File: config.mk
export PLATFORM = sky130hd
export DESIGN_NAME = llre_alu
export DESIGN_NICKNAME = d
export VERILOG_FILES = /design/src/hw/rtl/llre_pkg.sv /design/src/hw/rtl/llre_alu.sv
export SDC_FILE = /design/constraint.sdc
export NUM_CORES = 1
export LEC_CHECK = 0
export ABC_AREA = 1
export BUFFER_PORTS_ARGS = -buffer_cell sky130_fd_sc_hd__clkbuf_2
export CELL_PAD_IN_SITES_DETAIL_PLACEMENT = 0
export CELL_PAD_IN_SITES_GLOBAL_PLACEMENT = 1
export CORE_ASPECT_RATIO = 0.9
export CORE_MARGIN = 1
export CORE_UTILIZATION = 34
export DETAILED_ROUTE_END_ITERATION = 8
export PLACE_DENSITY = 0.83
export SLEW_MARGIN = 10
export SYNTH_ARGS = -nofsm -noshare
export SYNTH_HDL_FRONTEND = slang
export SYNTH_SLANG_ARGS = --single-unit
File: constraint.sdc
create_clock -name vclk -period 4.6
set_clock_uncertainty 0.2 [all_clocks]
set_input_delay 0.92 -clock vclk [all_inputs]
set_output_delay 0.92 -clock vclk [all_outputs]
set_load 0.02 [all_outputs]
File: src/hw/rtl/llre_pkg.sv
// Shared types, codes and sizes of the linked list reorder engine.
`timescale 1ns / 1ps

package llre_pkg;

   // Largest list the link memories hold, plus the head sentinel at entry 0
   localparam int MAX_ENTRIES = 1024;
   localparam int LINK_DEPTH  = MAX_ENTRIES + 1;

   // Field widths of the item channels
   localparam int ENTRY_W = 11;
   localparam int MODE_W  = 3;
   localparam int SUM_W   = 20;

   // Item modes
   localparam logic [MODE_W-1:0] MODE_INIT    = 3'd0;
   localparam logic [MODE_W-1:0] MODE_BEFORE  = 3'd1;
   localparam logic [MODE_W-1:0] MODE_AFTER   = 3'd2;
   localparam logic [MODE_W-1:0] MODE_SWAP    = 3'd3;
   localparam logic [MODE_W-1:0] MODE_REVERSE = 3'd4;
   localparam logic [MODE_W-1:0] MODE_REPORT  = 3'd5;

   // Sequencer states
   typedef enum logic [3:0] {
      ST_IDLE,
      ST_RD_Y,
      ST_RD_X,
      ST_PLAN,
      ST_JOIN,
      ST_INIT,
      ST_HEAD,
      ST_WALK,
      ST_FIX,
      ST_OUT
   } state_type;

   // Shared adder operations
   typedef enum logic {
      ALU_ADD,
      ALU_SUB
   } alu_op_type;

   typedef struct packed {
      alu_op_type       op;
      logic [SUM_W-1:0] a;
      logic [SUM_W-1:0] b;
   } alu_req_type;

   // One write into a link memory
   typedef struct packed {
      logic               en;
      logic [ENTRY_W-1:0] addr;
      logic [ENTRY_W-1:0] data;
   } ram_wr_type;

endpackage

File: src/hw/rtl/llre_alu.sv
// Shared add and subtract unit used by init, report walk and complement.
`timescale 1ns / 1ps

module llre_alu
   import llre_pkg::*;
(
   input  alu_req_type      alu_req,
   output logic [SUM_W-1:0] alu_res
);

   // One adder, both senses, modulo 2^SUM_W
   always_comb begin
      case (alu_req.op)
         ALU_ADD: alu_res = alu_req.a + alu_req.b;
         ALU_SUB: alu_res = alu_req.a - alu_req.b;
         default: alu_res = alu_req.a;
      endcase
   end

endmodule

Yosys cells after proc, flatten, opt, wreduce, memory -nomap -nowiden
Index checks and enable logic that the tools add are counted.
{"block": "word_totals", "reg_bits": 0, "input_bits": 41, "out_inout_bits": 20, "elab_cells": 4}
{"block": "op_classes", "addsub": 2, "mux": 1, "bitwise": 1}
{"op": "case mux 20 bit (2 select lines)", "n": 1}
{"op": "adder 20 bit", "n": 1}
{"op": "subtractor 20 bit", "n": 1}
{"op": "inverter 1 bit", "n": 1}

Longest topological paths before layout
Gate-level depths: netlist of the first run.
{"block": "logic_depth", "word_depth": 2, "depth_mapped": 19, "mapped_depth_nobuf": 19}

Worst setup path before layout of the first run
OpenSTA, ideal clock, no wires.
{"block": "synth_path", "path_kind": "input-to-output", "from": "in alu_req[0] (netlist bit)", "to": "out alu_res[19]", "arrival_time_ns": 2.896, "t_required_ns": 3.480, "path_slack_ns": 0.584, "path_stages": 16, "cell_sequence": "inv_1 > ha_1 > nand3_1 > nor2_2 > nand2_1 > nand2_1 > o21ai_1 > xor2_1 > ha_1 > a21oi_1 > nor2_1 > nor2_1 > nor2_1 > nor2_1 > nand3_1 > nand2_1"}
{"block": "synth_via", "elab_chain_cells": 2}
{"element": "start, declared", "line_no": "llre_alu.sv:7", "source": "input alu_req_type alu_req,"}
{"element": "subtractor 20 bit / adder 20 bit (equally long branches)", "line_no": "llre_alu.sv:15, llre_alu.sv:14"}
{"element": "case mux 20 bit (2 select lines) (*)", "line_no": "llre_alu.sv:13", "source": "case (alu_req.op)"}
{"element": "end, declared", "line_no": "llre_alu.sv:8", "source": "output logic [SUM_W-1:0] alu_res"}
Every way passes the cells marked *; elsewhere a longest branch is shown, timed or not.

Final worst setup path of the first run
{"block": "layout_path", "from": "in alu_req[0] (netlist bit)", "to": "out alu_res[17]"}
The elaborated chain is that of the path after synthesis.

==> results of run 1 <==
synth_stat cells:
library cell,number
xor2_1,21
nor3_1,2
nand3_2,3
nor2_2,6
xnor2_1,4
o21ai_1,1
a21boi_0,1
o21ai_0,11
ha_1,20
nor3_2,1
nand2_4,1
inv_1,52
buf_2,2
nand2_2,3
a21oi_1,16
nand3_1,27
nand4_1,5
a31oi_1,1
nor2_1,43
nand3b_1,1
fa_1,1
inv_2,1
a21o_1,1
o21ai_2,1
nor2_4,1
nand2_1,107
or2_4,1
area by class of cell:
cell class         instances  area, sq um  area share
inverters                 53        198.9     0.09175
well taps                 65        81.33     0.03751
multi-input cells        279         1560      0.7196
repair buffers            64        327.8      0.1512
per-stage QoR:
step / setup slack, ns / area, sq um / std cells / total power, uW
finish: 0.2871 / 2168 / 461 / 415.2
global route: 0.02390 / 2168 / 461 / 466.3
CTS: 0.1432 / 2127 / 459 / 410.5
detailed placement: 0.1471 / 2127 / 459 / 409.1
global placement: 0.1852 / 2127 / 459 / 407.6
floorplan: 0.5844 / 1743 / 334 / 290.3
critical path, cell delays in order:
cell      delay, ns
clkbuf_2       0.09
inv_1          0.11
ha_4           0.16
nand3_2        0.11
nor2_4         0.13
nand2_1        0.06
nand2_1        0.08
o21ai_1        0.08
xor2_1         0.16
ha_1           0.36
nand2_1        0.12
inv_1          0.09
nand2_1        0.09
nor2_2         0.13
nand4_1        0.10
nand3_1        0.10
nand2_1        0.05
nand2_1        0.06
clkbuf_2       0.17
layer usage:
metal	share of wire	GRT usage
met4	0.0028	0.006289
met1	0.52	0.2797
met2	0.44	0.2970
met5	0	0
met3	0.039	0.007843
path summary, 6_finish.rpt:
path | depth (start not counted) | end
max | 19 | alu_res[17]
min | 4 | alu_res[0]
logic make-up (layout without fill, tap and decap cells):
kind of cell | after synthesis | in the layout | synth area share
adder cells (fa/ha/maj) | 21 | 21 | 0.1551
buffers and inverters | 55 | 117 | 0.1199
XOR/XNOR | 25 | 25 | 0.1256
AO/OA/AOI/OAI | 32 | 32 | 0.09763
AND/OR/NAND/NOR | 201 | 201 | 0.5018
placed cells by master, fill, tap and decap left out, drive strengths merged, types with 3 or more instances in the layout:
master  synthesis  final
a21oi          16     16
buf             2      3
clkbuf          0     61
ha             20     20
inv            53     53
nand2         111    111
nand3          30     30
nand4           5      5
nor2           50     50
nor3            3      3
o21ai          13     13
xnor2           4      4
xor2           21     21
timing repair:
item,CTS,global route
endpoints found under the setup margin,0,8
buffers inserted,0,2
resized for setup,0,6
power breakdown:
group	internal, uW	switching (uW)
Combinational	148	267
Clock	0	0
Sequential	0	0
==> metrics, run 1 <==
layout cells sized above 1 0.2146; area of the die 5417 sq um; Netlist cell types 27; RSZ-0062 raised after global routing no; DRC errors left 0; Tmin final between 4 and 5 ns; vias in the first global route 1876; Die Ht approximately 70 um; Mapped Area roughly 1700 sq um; largest net degree at the start of global routing 12; Worst Path Arrival about 3.2 ns; Final Hold Fails 0; top cells by area, synth nand2_1 23%, ha_1 14%, inv_1 11%; register area 0 sq um; CORE AREA just under 5000 sq um; # Max-Cap Violations 0; CP startpoint alu_req[0]; IO Pins about 60; drt wl/cell 10.67 um; crit-path max FO 4; f_max 231.9 MHz; DP HPWL 4.410 mm; vias ~2200; Worst Tran Pin Value 0.3929 ns; fillcell total about 590; CP startpoint kind input port; setup TNS 0 ns; Hold WS ~2.0 ns; Avg Inst Size Synth ~5.2 sq um; Layout area overhead 24.41%; GP Congestion 0.8596; Yosys top cell by area nand2_1; period utilisation layout 0.9376; clk_buf instances 0; Starting DRT DRC Count roughly 80; min-delay src alu_req[0]; pwr dens between 150 and 200 nW/um^2; Leak around 0.0013 uW; global-route wire length before repair ~8.3 mm; kind of path behind the tightest hold check input port to output port; Post-Syn Nets 396; endpoint class of the critical path output port; top cell type's share of synthesized area 0.2304; Port Buf Inserts between 60 and 70; Seq/Total Area, Yosys 0; drt total wl ~4.9 mm; CP Class input port to output port; Post-CTS Hold Buffers 0; fin util 0.4430; maximum vdd ir drop ~0.086 mV; drt first pass iters 4; Die X just under 80 um; final setup fails 0; status finished, final reports clean; overall global routing resource usage 0.1836; Initial Util 0.3561; initial antenna violation count 0; Synth Instances about 330; YS warnings 0; diodes inserted 0; gr ovfl total 0; Slew HR 0.7353; post-detailed-route count of antenna-violating nets 0; nets@finish between 400 and 500; worst path required time roughly 3.5 ns; Max Slew Vio Count 0; number of vias per cell roughly 4.7; sequential cell count 0; std cell rows 24
Note: power is estimated with default switching activity, not from simulation.
==> inputs of run 2 (changes only) <==
Settings changed: BUFFER_PORTS_ARGS -buffer_cell sky130_fd_sc_hd__clkbuf_2 to -buffer_cell sky130_fd_sc_hd__buf_2.
==> metrics, run 2 (same netlist as run 1, synthesis figures left out) <==
maximum vdd ir drop 0.08943 mV; drt wl/cell 10.63 um; clk_buf instances 0; endpoint class of the critical path output port; worst path required time 3.48 ns; sequential cell count 0; period utilisation layout 0.9461; drt first pass iters 4; pre-CTS setup slack ~0.15 ns; Worst Path Arrival 3.23 ns; std cell rows 24; Starting DRT DRC Count 76; crit-path max FO 5; CORE AREA approximately 5000 sq um; # Max-Cap Violations 0; diodes inserted 0; Initial Util 0.3561; CP startpoint kind input port; most frequent cells in the layout 107 x nand2_1, 61 x buf_2, 52 x inv_1; vias in the first global route 1993; Post-CTS Hold Buffers 0; Worst Tran Pin Value ~0.37 ns; f_max 229.8 MHz; Final Worst Setup Slack approximately 0.25 ns; DP HPWL around 4.4 mm; RSZ-0062 raised after global routing no; register area 0 sq um; area of the die ~5400 sq um; Max Slew Vio Count 0; vias approximately 2200; Final Hold Fails 0; IO Pins 61; gr ovfl total 0; nets@finish 460; number of vias per cell roughly 4.7; fillcell total between 500 and 600; Layout area overhead 24.12%; post-detailed-route count of antenna-violating nets 0; Tmin final ~4.4 ns; Die X between 70 and 80 um; drt total wl 4.900 mm; pwr dens about 190 nW/um^2; commonest non-fill, non-tap cell in the layout nand2_1; status finished, final reports clean; final setup fails 0; overall global routing resource usage 0.1875; GP Congestion 0.8612; kind of path behind the tightest hold check input port to output port; layout cells sized above 1 0.2197; Port Buf Inserts approximately 60; largest net degree at the start of global routing 12; setup TNS 0 ns; fin util 0.4420; DRC errors left 0; global-route wire length before repair 8.549 mm; Slew HR 0.7532; initial antenna violation count 0; Leak 0.001270 uW; Die Ht ~70 um; CP Class input port to output port
run 2: path summary, 6_finish.rpt:
path	startpoint	endpoint	slack, ns	cells past startpoint
worst min-delay path	alu_req[0]	alu_res[0]	2.02	4
worst max-delay path	alu_req[0]	alu_res[17]	0.25	19
run 2: layout make-up:
class	count	area, sq um	share of cell area
tap	65	81.33	0.03759
timing repair buffer	64	327.8	0.1515
inverter	53	198.9	0.09196
multi-input combinational	279	1555	0.7189
run 2: report_power, final:
group | switching, uW | internal, uW
sequential | 0 | 0
clock | 0 | 0
combinational | 264 | 149
run 2: stage by stage:
stage	total power (uW)	instance area, sq um	hold WS, ns	cells
detailed placement	408.0	2127	2.028	459
floorplan	290.3	1743	1.831	334
global placement	407.3	2127	2.023	459
finish	413.2	2163	2.024	461
global route	463.3	2163	2.065	461
CTS	409.4	2127	2.029	459
run 2: critical path: stages:
cell and delay (ns):
buf_2 0.11, inv_1 0.07, ha_2 0.21, nand3_2 0.13
nor2_4 0.13, nand2_1 0.06, nand2_1 0.09, o21ai_1 0.08
xor2_1 0.16, ha_1 0.38, nand2_1 0.12, inv_1 0.08
nand2_1 0.08, nor2_2 0.13, nand4_1 0.11, nand3_1 0.10
nand2_1 0.06, nand2_1 0.06, buf_2 0.16
run 2: repair_timing:
action / CTS / global route
gates resized for setup: 0 / 7
setup buffers: 0 / 2
endpoints found under the setup margin: 0 / 6
run 2: metal layers:
layer	share of wire	GRT usage	wire, um	up-vias
met4	0.0071	0.01258	35	0
met1	0.52	0.2760	2536	914
li1	-	-	-	1179
met2	0.44	0.3147	2137	53
met3	0.039	0.005229	191	4
met5	0	0	0	-
