### config.mk
export PLATFORM = sky130hd
export DESIGN_NAME = llre_ram
export DESIGN_NICKNAME = d
export VERILOG_FILES = /design/src/hw/rtl/llre_ram.sv
export SDC_FILE = /design/constraint.sdc
export NUM_CORES = 1
export LEC_CHECK = 0
export BUFFER_PORTS_ARGS = -buffer_cell sky130_fd_sc_hd__buf_2
export CORE_ASPECT_RATIO = 0.9
export CORE_UTILIZATION = 50
export CTS_BUF_LIST = sky130_fd_sc_hd__clkbuf_4 sky130_fd_sc_hd__clkbuf_8
export DETAILED_ROUTE_END_ITERATION = 8
export HOLD_SLACK_MARGIN = 0.15
export PLACE_DENSITY = 0.67
export SLEW_MARGIN = 20
export SYNTH_ARGS = -nofsm -noshare
export SYNTH_HDL_FRONTEND = slang
export SYNTH_SLANG_ARGS = --single-unit
### constraint.sdc
create_clock -name clock -period 4.25 [get_ports clock]
set_clock_uncertainty 0.15 [all_clocks]
set_input_delay 0.425 -clock clock [delete_from_list [all_inputs] [get_ports clock]]
set_output_delay 0.425 -clock clock [all_outputs]
set_load 0.01 [all_outputs]
### src/hw/rtl/llre_ram.sv
// Generic single write, single read RAM with registered read data.
`timescale 1ns / 1ps

module llre_ram #(
   parameter int WIDTH = 8,
   parameter int DEPTH = 16
) (
   input  logic                     clock,
   input  logic                     wr_en,
   input  logic [$clog2(DEPTH)-1:0] wr_addr,
   input  logic [WIDTH-1:0]         wr_data,
   input  logic [$clog2(DEPTH)-1:0] rd_addr,
   output logic [WIDTH-1:0]         rd_data
);

   logic [WIDTH-1:0] mem_ff [DEPTH];
   logic [WIDTH-1:0] rd_data_ff;

   // Write port; drop writes past the last entry
   always_ff @(posedge clock) begin
      if (wr_en && (32'(wr_addr) < 32'(DEPTH))) begin
         mem_ff[wr_addr] <= wr_data;
      end
   end

   // Registered read port
   always_ff @(posedge clock) begin
      rd_data_ff <= mem_ff[rd_addr];
   end

   assign rd_data = rd_data_ff;

endmodule

Yosys cells after proc, flatten, opt, wreduce, memory -nomap -nowiden
Memories as Yosys holds them, arrays and structs flattened. A register that Yosys moved wholly into a read port is not among the register bits. Index checks and enable logic that the tools add are counted.

Muxes and demuxes: 2.

Operator list (count): $mux W1 (2).

Output and inout bits: 8. Memories kept: 1. Input port bits: 18. Logic and storage cells: 3. Flip-flop bits (word level): 0. Memory bits (writable): 128.

Memories: mem_ff (depth 16, bits a word 8, rd ports 1, clocked after Yosys merged registers in 1, write ports 1, line 16) `logic [WIDTH-1:0] mem_ff [DEPTH];`.

Logic depth before layout (Yosys ltp)
Gate-level depths: netlist of run 1.

Depth in word-level cells: 2. Gate-level depth with buffers: 5. Mapped depth without buffers: 3.

Worst setup path after synthesis of run 1
Ideal clock, no wire load.

Kind: in2reg. Start: input wr_addr[2]. End: memory mem_ff[0][0], enable pin. Arrival time: 1535 ps. Buffers on the path: 0. Path slack: 2182 ps. Stages on the path: 2. Path through: or3b_2 > nor3_1.

RTL lines: start, declared (line 10) `input logic [$clog2(DEPTH)-1:0] wr_addr,`; end, declared (line 16).

No word-level cell before the write port.

==> flow_summary.ini, run 1 <==
[finish]
drive_above_1_share = 0.280
num_antenna_cells = 0
fin_area_um2 = 5810
nets = 284
area_growth_pct = 12.8
mostFrequentLayoutCells = edfxtp_1 (128), buf_2 (24), mux4_2 (18), clkbuf_8 (18), a22oi_1 (16)
mostFrequentLayoutCell = edfxtp_1

[routing]
dr_wl_met3_um = 572
drt_wl_total_mm = 9.55
drt-vias-per-instance = 5.88
final_antenna_net_count = 0
first_iter_violations = 152
avgRoutedWirePerCell_um = 23.6
firstDrtPassIters = 4
route.met2.wl_mm = 4.28
routed.top_layer = met4
drc = 0
vias = 2380
met1_length_mm = 4.57

[power]
internal-power_mw = 2.21
p_comb_frac = 0.048
pwr-share-seq = 0.543
p_sw_frac = 0.204
p_clk_frac = 0.409
power_switching_mw = 0.566
p_per_area_nw_per_um2 = 478
p_total_mw = 2.78
p_leak_nw = 1.92
vdd_drop_max_mv = 0.236

[clock_network]
cts_sinks = 136
htreeDepth = 4
clk_latency_ns = 0.42
postCtsSetupRepairBufs = 0
cts_buffers = 17
path_clk_slew_ns = 0.08
cts_root_buffer = clkbuf_8
cts_tree = built
cts_resized = 0
hold_buffers = 0
cts_buffer_depth = 2

[floorplan]
die_h_um = 98.3
core-area_um2 = 9830
initial_utilization = 0.524
dieArea_um2 = 10700
die_w_um = 109
rows = 34
ios = 26

[global_route]
grt_max_degree = 33
antenna_found_initial = 0
gr-total-overflow = 0
first_global_vias = 2417
grt_use_total = 0.199
grt_pass1_wl_mm = 14.3

[yosys]
synth_nets = 247
ys_warn_count = 0
syn_inst = 229
syn_area_per_cell_um2 = 22.5
syn-cell-area_um2 = 5150
ys_ff_latch = 136
ys_types = 19
ys_seq_area_frac = 0.778

[critical_path]
regToRegSetupSlack_ns = 2.73
endpoint_kind = flip-flop
cp.required_ns = 4.41
worst-path-max-fanout = 32
cp.arrival_ns = 1.95
criticalPathCategory = input port to flip-flop
crit_path_start_kind = input port

[place]
hpwl_mm = 5.75
gp_congestion = 0.728
place.port_buffers = 25
place_area_um2 = 5370

[job]
max-cap-violations = 0

[timing]
rsz0062_at_grt = no
slew_violations = 0
fmax_ghz = 0.559
fin_crit_ns = 1.79
period_share = 0.421
max_slew_margin = 0.362
tightest_slew_ns = 0.954
hold_ws_ns = 0.235
finalSetupViolations = 0
finalSetupTns_ns = 0
hold_violations = 0

[status]
status = complete, no violations

[hold_path]
min_path_type = input port to flip-flop
## registers in the layout (all words and copies together) (netlist names)
name     cells
mem_ff     128
rd_data      8
## cell usage after synthesis, drive strengths merged
library cell / number / share of area
a22oi: 16 / 0.023
and2: 1 / 0.0012
and2b: 1 / 0.0015
buf: 7 / 0.011
clkdlybuf4s25: 3 / 0.0058
dfxtp: 8 / 0.031
edfxtp: 128 / 0.75
mux4: 32 / 0.15
nand2: 9 / 0.0066
nand2b: 2 / 0.0024
nand3: 1 / 0.00097
nand3b: 2 / 0.0029
nor2: 13 / 0.0095
nor2b: 1 / 0.0012
nor3: 4 / 0.0039
or3b: 1 / 0.0017
## area by class of cell
type / count / area [um^2]
fill: 685 / 4020
sequential: 136 / 4000
multi-input combinational: 83 / 1060
clock buffer: 19 / 255
clock inverter: 13 / 178
tap: 126 / 158
timing repair buffer: 28 / 150
## layer usage
| metal | global-route usage | vias to the layer above |
|---|---|---|
| met2 | 0.269 | 87 |
| met5 | 0 | - |
| li1 | - | 1049 |
| met1 | 0.297 | 1232 |
| met3 | 0.0607 | 12 |
| met4 | 0.0884 | 0 |
## per-stage QoR
stage / instances / worst slack, ns / util
floorplan: 229 / 2.18 / -
CTS: 405 / 2.09 / 0.591
global placement: 373 / 1.60 / 0.546
detailed placement: 373 / 1.63 / 0.547
global route: 405 / 2.38 / 0.591
finish: 405 / 2.46 / 0.591
## final timing paths
check | from | endpoint | depth (start not counted)
setup reg to reg | mem_ff[1][5] | rd_data[5] | 3
setup / recovery | rd_addr[0] | rd_data[5] | 4
hold reg to reg | mem_ff[13][7] | rd_data[7] | 3
hold / removal | wr_data[4] | mem_ff[6][4] | 1
## critical path, stage by stage
cell and delay [ns]:
buf_4 0.48, mux4_1 0.64, a22oi_1 0.29, nand2_1 0.09
## kinds of logic after synthesis
| family | synth area share |
|---|---|
| flip-flops | 0.778 |
| buffers and inverters | 0.0168 |
| multiplexers | 0.150 |
| AND/OR/NAND/NOR | 0.0318 |
| AO/OA/AOI/OAI | 0.0233 |
## power groups by stage
stage | clock (mW) | combinational, mW | sequential [mW]
2_1_floorplan | 0 | 0.0761 | 1.54
3_3_place_gp | 0 | 0.131 | 1.54
3_5_place_dp | 0 | 0.135 | 1.54
4_1_cts | 1.15 | 0.136 | 1.51
5_1_grt | 1.21 | 0.145 | 1.51
6_report | 1.13 | 0.134 | 1.51
Power figures use the tool's default switching activity.
==> run 2, diff against run 1 <==
--- a/config.mk
+++ b/config.mk
@@ -11,7 +11,7 @@
 export CTS_BUF_LIST = sky130_fd_sc_hd__clkbuf_4 sky130_fd_sc_hd__clkbuf_8
 export DETAILED_ROUTE_END_ITERATION = 8
 export HOLD_SLACK_MARGIN = 0.15
-export PLACE_DENSITY = 0.67
+export PLACE_DENSITY = 0.7
 export SLEW_MARGIN = 20
 export SYNTH_ARGS = -nofsm -noshare
 export SYNTH_HDL_FRONTEND = slang
==> constraint.sdc (replaced) <==
create_clock -name clock -period 1.5 [get_ports clock]
set_clock_uncertainty 0.15 [all_clocks]
set_input_delay 0.15 -clock clock [delete_from_list [all_inputs] [get_ports clock]]
set_output_delay 0.15 -clock clock [all_outputs]
set_load 0.01 [all_outputs]
==> run 2 against run 1 <==
Hold slack got worse by 0.029 ns. Via count rose by 2.0%. Combinational power rose to 3.4 times the previous value. Sequential share of layout area fell by 4.1 points. Utilization rose by 3.7 points. Worst setup slack got worse by 2.4 ns. Flip-flop and latch count did not move.
==> flow_summary.ini, run 2 (synthesis results as in run 1) <==
[global_route]
grt_pass1_wl_mm = 14.2
antenna_found_initial = 0
grt_use_total = 0.190
grt_max_degree = 23
first_global_vias = 2509
gr-total-overflow = 0

[place]
place_area_um2 = 5560
place.port_buffers = 25
gp_congestion = 0.720
hpwl_mm = 5.77

[routing]
final_antenna_net_count = 0
drc = 0
avgRoutedWirePerCell_um = 21.1
drt-vias-per-instance = 5.48
first_iter_violations = 170
firstDrtPassIters = 4
vias = 2427
drt_wl_total_mm = 9.37

[timing]
rsz0062_at_grt = no
max_slew_margin = 0.419
tightest_slew_ns = 0.868
fin_crit_ns = 1.46
period_share = 0.976
hold_ws_ns = 0.206
slew_violations = 0
hold_violations = 0
finalSetupViolations = 0
finalSetupTns_ns = 0
fmax_ghz = 0.683

[critical_path]
criticalPathCategory = flip-flop to flip-flop
critical_path_depth = 3
cp.arrival_ns = 1.63
regToRegSetupSlack_ns = 0.04
path_delay_family = multiplexers
cp_slowest_cell = mux4_1
r2r_start = mem_ff[1][1]
crit_buf_inv = 0
critPathMaxStageDelay_ns = 0.53
worstPathCellList = mux4_1 -> a22oi_2 -> nand2_1
crit_path_start_kind = flip-flop
endpoint_kind = flip-flop
reg2regPathDepth = 3
worst-path-max-fanout = 1
cp.required_ns = 1.66
regToRegEndpoint = rd_data[1]

[clock_network]
cts_buffer_depth = 2
cts_tree = built
htreeDepth = 4
cts_sinks = 136
postCtsSetupRepairBufs = 0
cts_root_buffer = clkbuf_8
clk_latency_ns = 0.42
cts_buffers = 17
path_clk_slew_ns = 0.08

[job]
max-cap-violations = 0

[status]
status = complete, no violations

[floorplan]
rows = 34
die_h_um = 98.3
core-area_um2 = 9830
die_w_um = 109
ios = 26
initial_utilization = 0.524
dieArea_um2 = 10700

[hold_path]
min_path_type = input port to flip-flop
hp-start = rd_addr[3]
holdPathEnd = rd_data[0]
whs_path_depth = 4

[finish]
mostFrequentLayoutCells = edfxtp_1 (128), buf_2 (25), buf_4 (23)
nets = 322
fin_area_um2 = 6170
final_util = 0.628
top_register = mem_ff
num_antenna_cells = 0
drive_above_1_share = 0.350
largest_reg_flops = 128
area_growth_pct = 20.0
mostFrequentLayoutCell = edfxtp_1

[power]
p_per_area_nw_per_um2 = 1270
vdd_drop_max_mv = 0.703
p_total_mw = 7.87
p_leak_nw = 2.11
## run 2: changes by cell type in the layout (fill, tap and decap cells not counted), moves of 4 or more
cell / before / now
buf_4: 4 / 23
a22oi_1: 16 / 10
inv_6: 1 / 5
a22oi_2: 0 / 6
dlygate4sd3_1: 0 / 16
## run 2: layout make-up
| class | instances | area (um^2) |
|---|---|---|
| clock buffer | 20 | 263 |
| clock inverter | 12 | 165 |
| fill | 650 | 3650 |
| multi-input combinational | 83 | 1090 |
| sequential | 136 | 4000 |
| tap | 126 | 158 |
| timing repair buffer | 66 | 498 |
## run 2: what timing repair did
item	in CTS	in global routing
endpoints found under the setup margin	3	5
hold endpoints to repair	161	2
pin swaps	0	2
cloned	0	0
hold buffers	13	3
resized for setup	3	6
## run 2: worst max-delay path by stage
stage | from | to
final | mem_ff[1][1] | rd_data[1]
after global routing | mem_ff[5][3] | rd_data[3]
after floorplan | wr_addr[2] | mem_ff[3][0]
after global placement | rd_addr[0] | rd_data[6]
after CTS | mem_ff[0][5] | rd_data[5]
after detailed placement | rd_addr[0] | rd_data[6]
## run 2: power by group
part           switching [mW]  total [mW]  internal [mW]
logic                   0.242       0.456          0.214
clock network            1.39        3.15           1.76
registers              0.0236        4.27           4.24
## run 2: stage by stage
step	worst slack, ns	instances
CTS	0.00354	440
global route	0.0000366	443
detailed placement	-0.225	395
floorplan	-0.0661	229
global placement	-0.223	395
finish	0.0367	443
## run 2: worst min-delay path: cells and delay by family
family / cells / cell delay (ns)
AO/OA/AOI/OAI: 1 / 0.21
buffers and inverters: 1 / 0.10
AND/OR/NAND/NOR: 2 / 0.25
## run 2: metal layers
layer	vias up	global-route usage	wire [um]
li1	1125	-	-
met1	1243	0.258	4340
met2	50	0.299	4570
met3	9	0.0487	368
met4	0	0.0676	88
met5	-	0	0
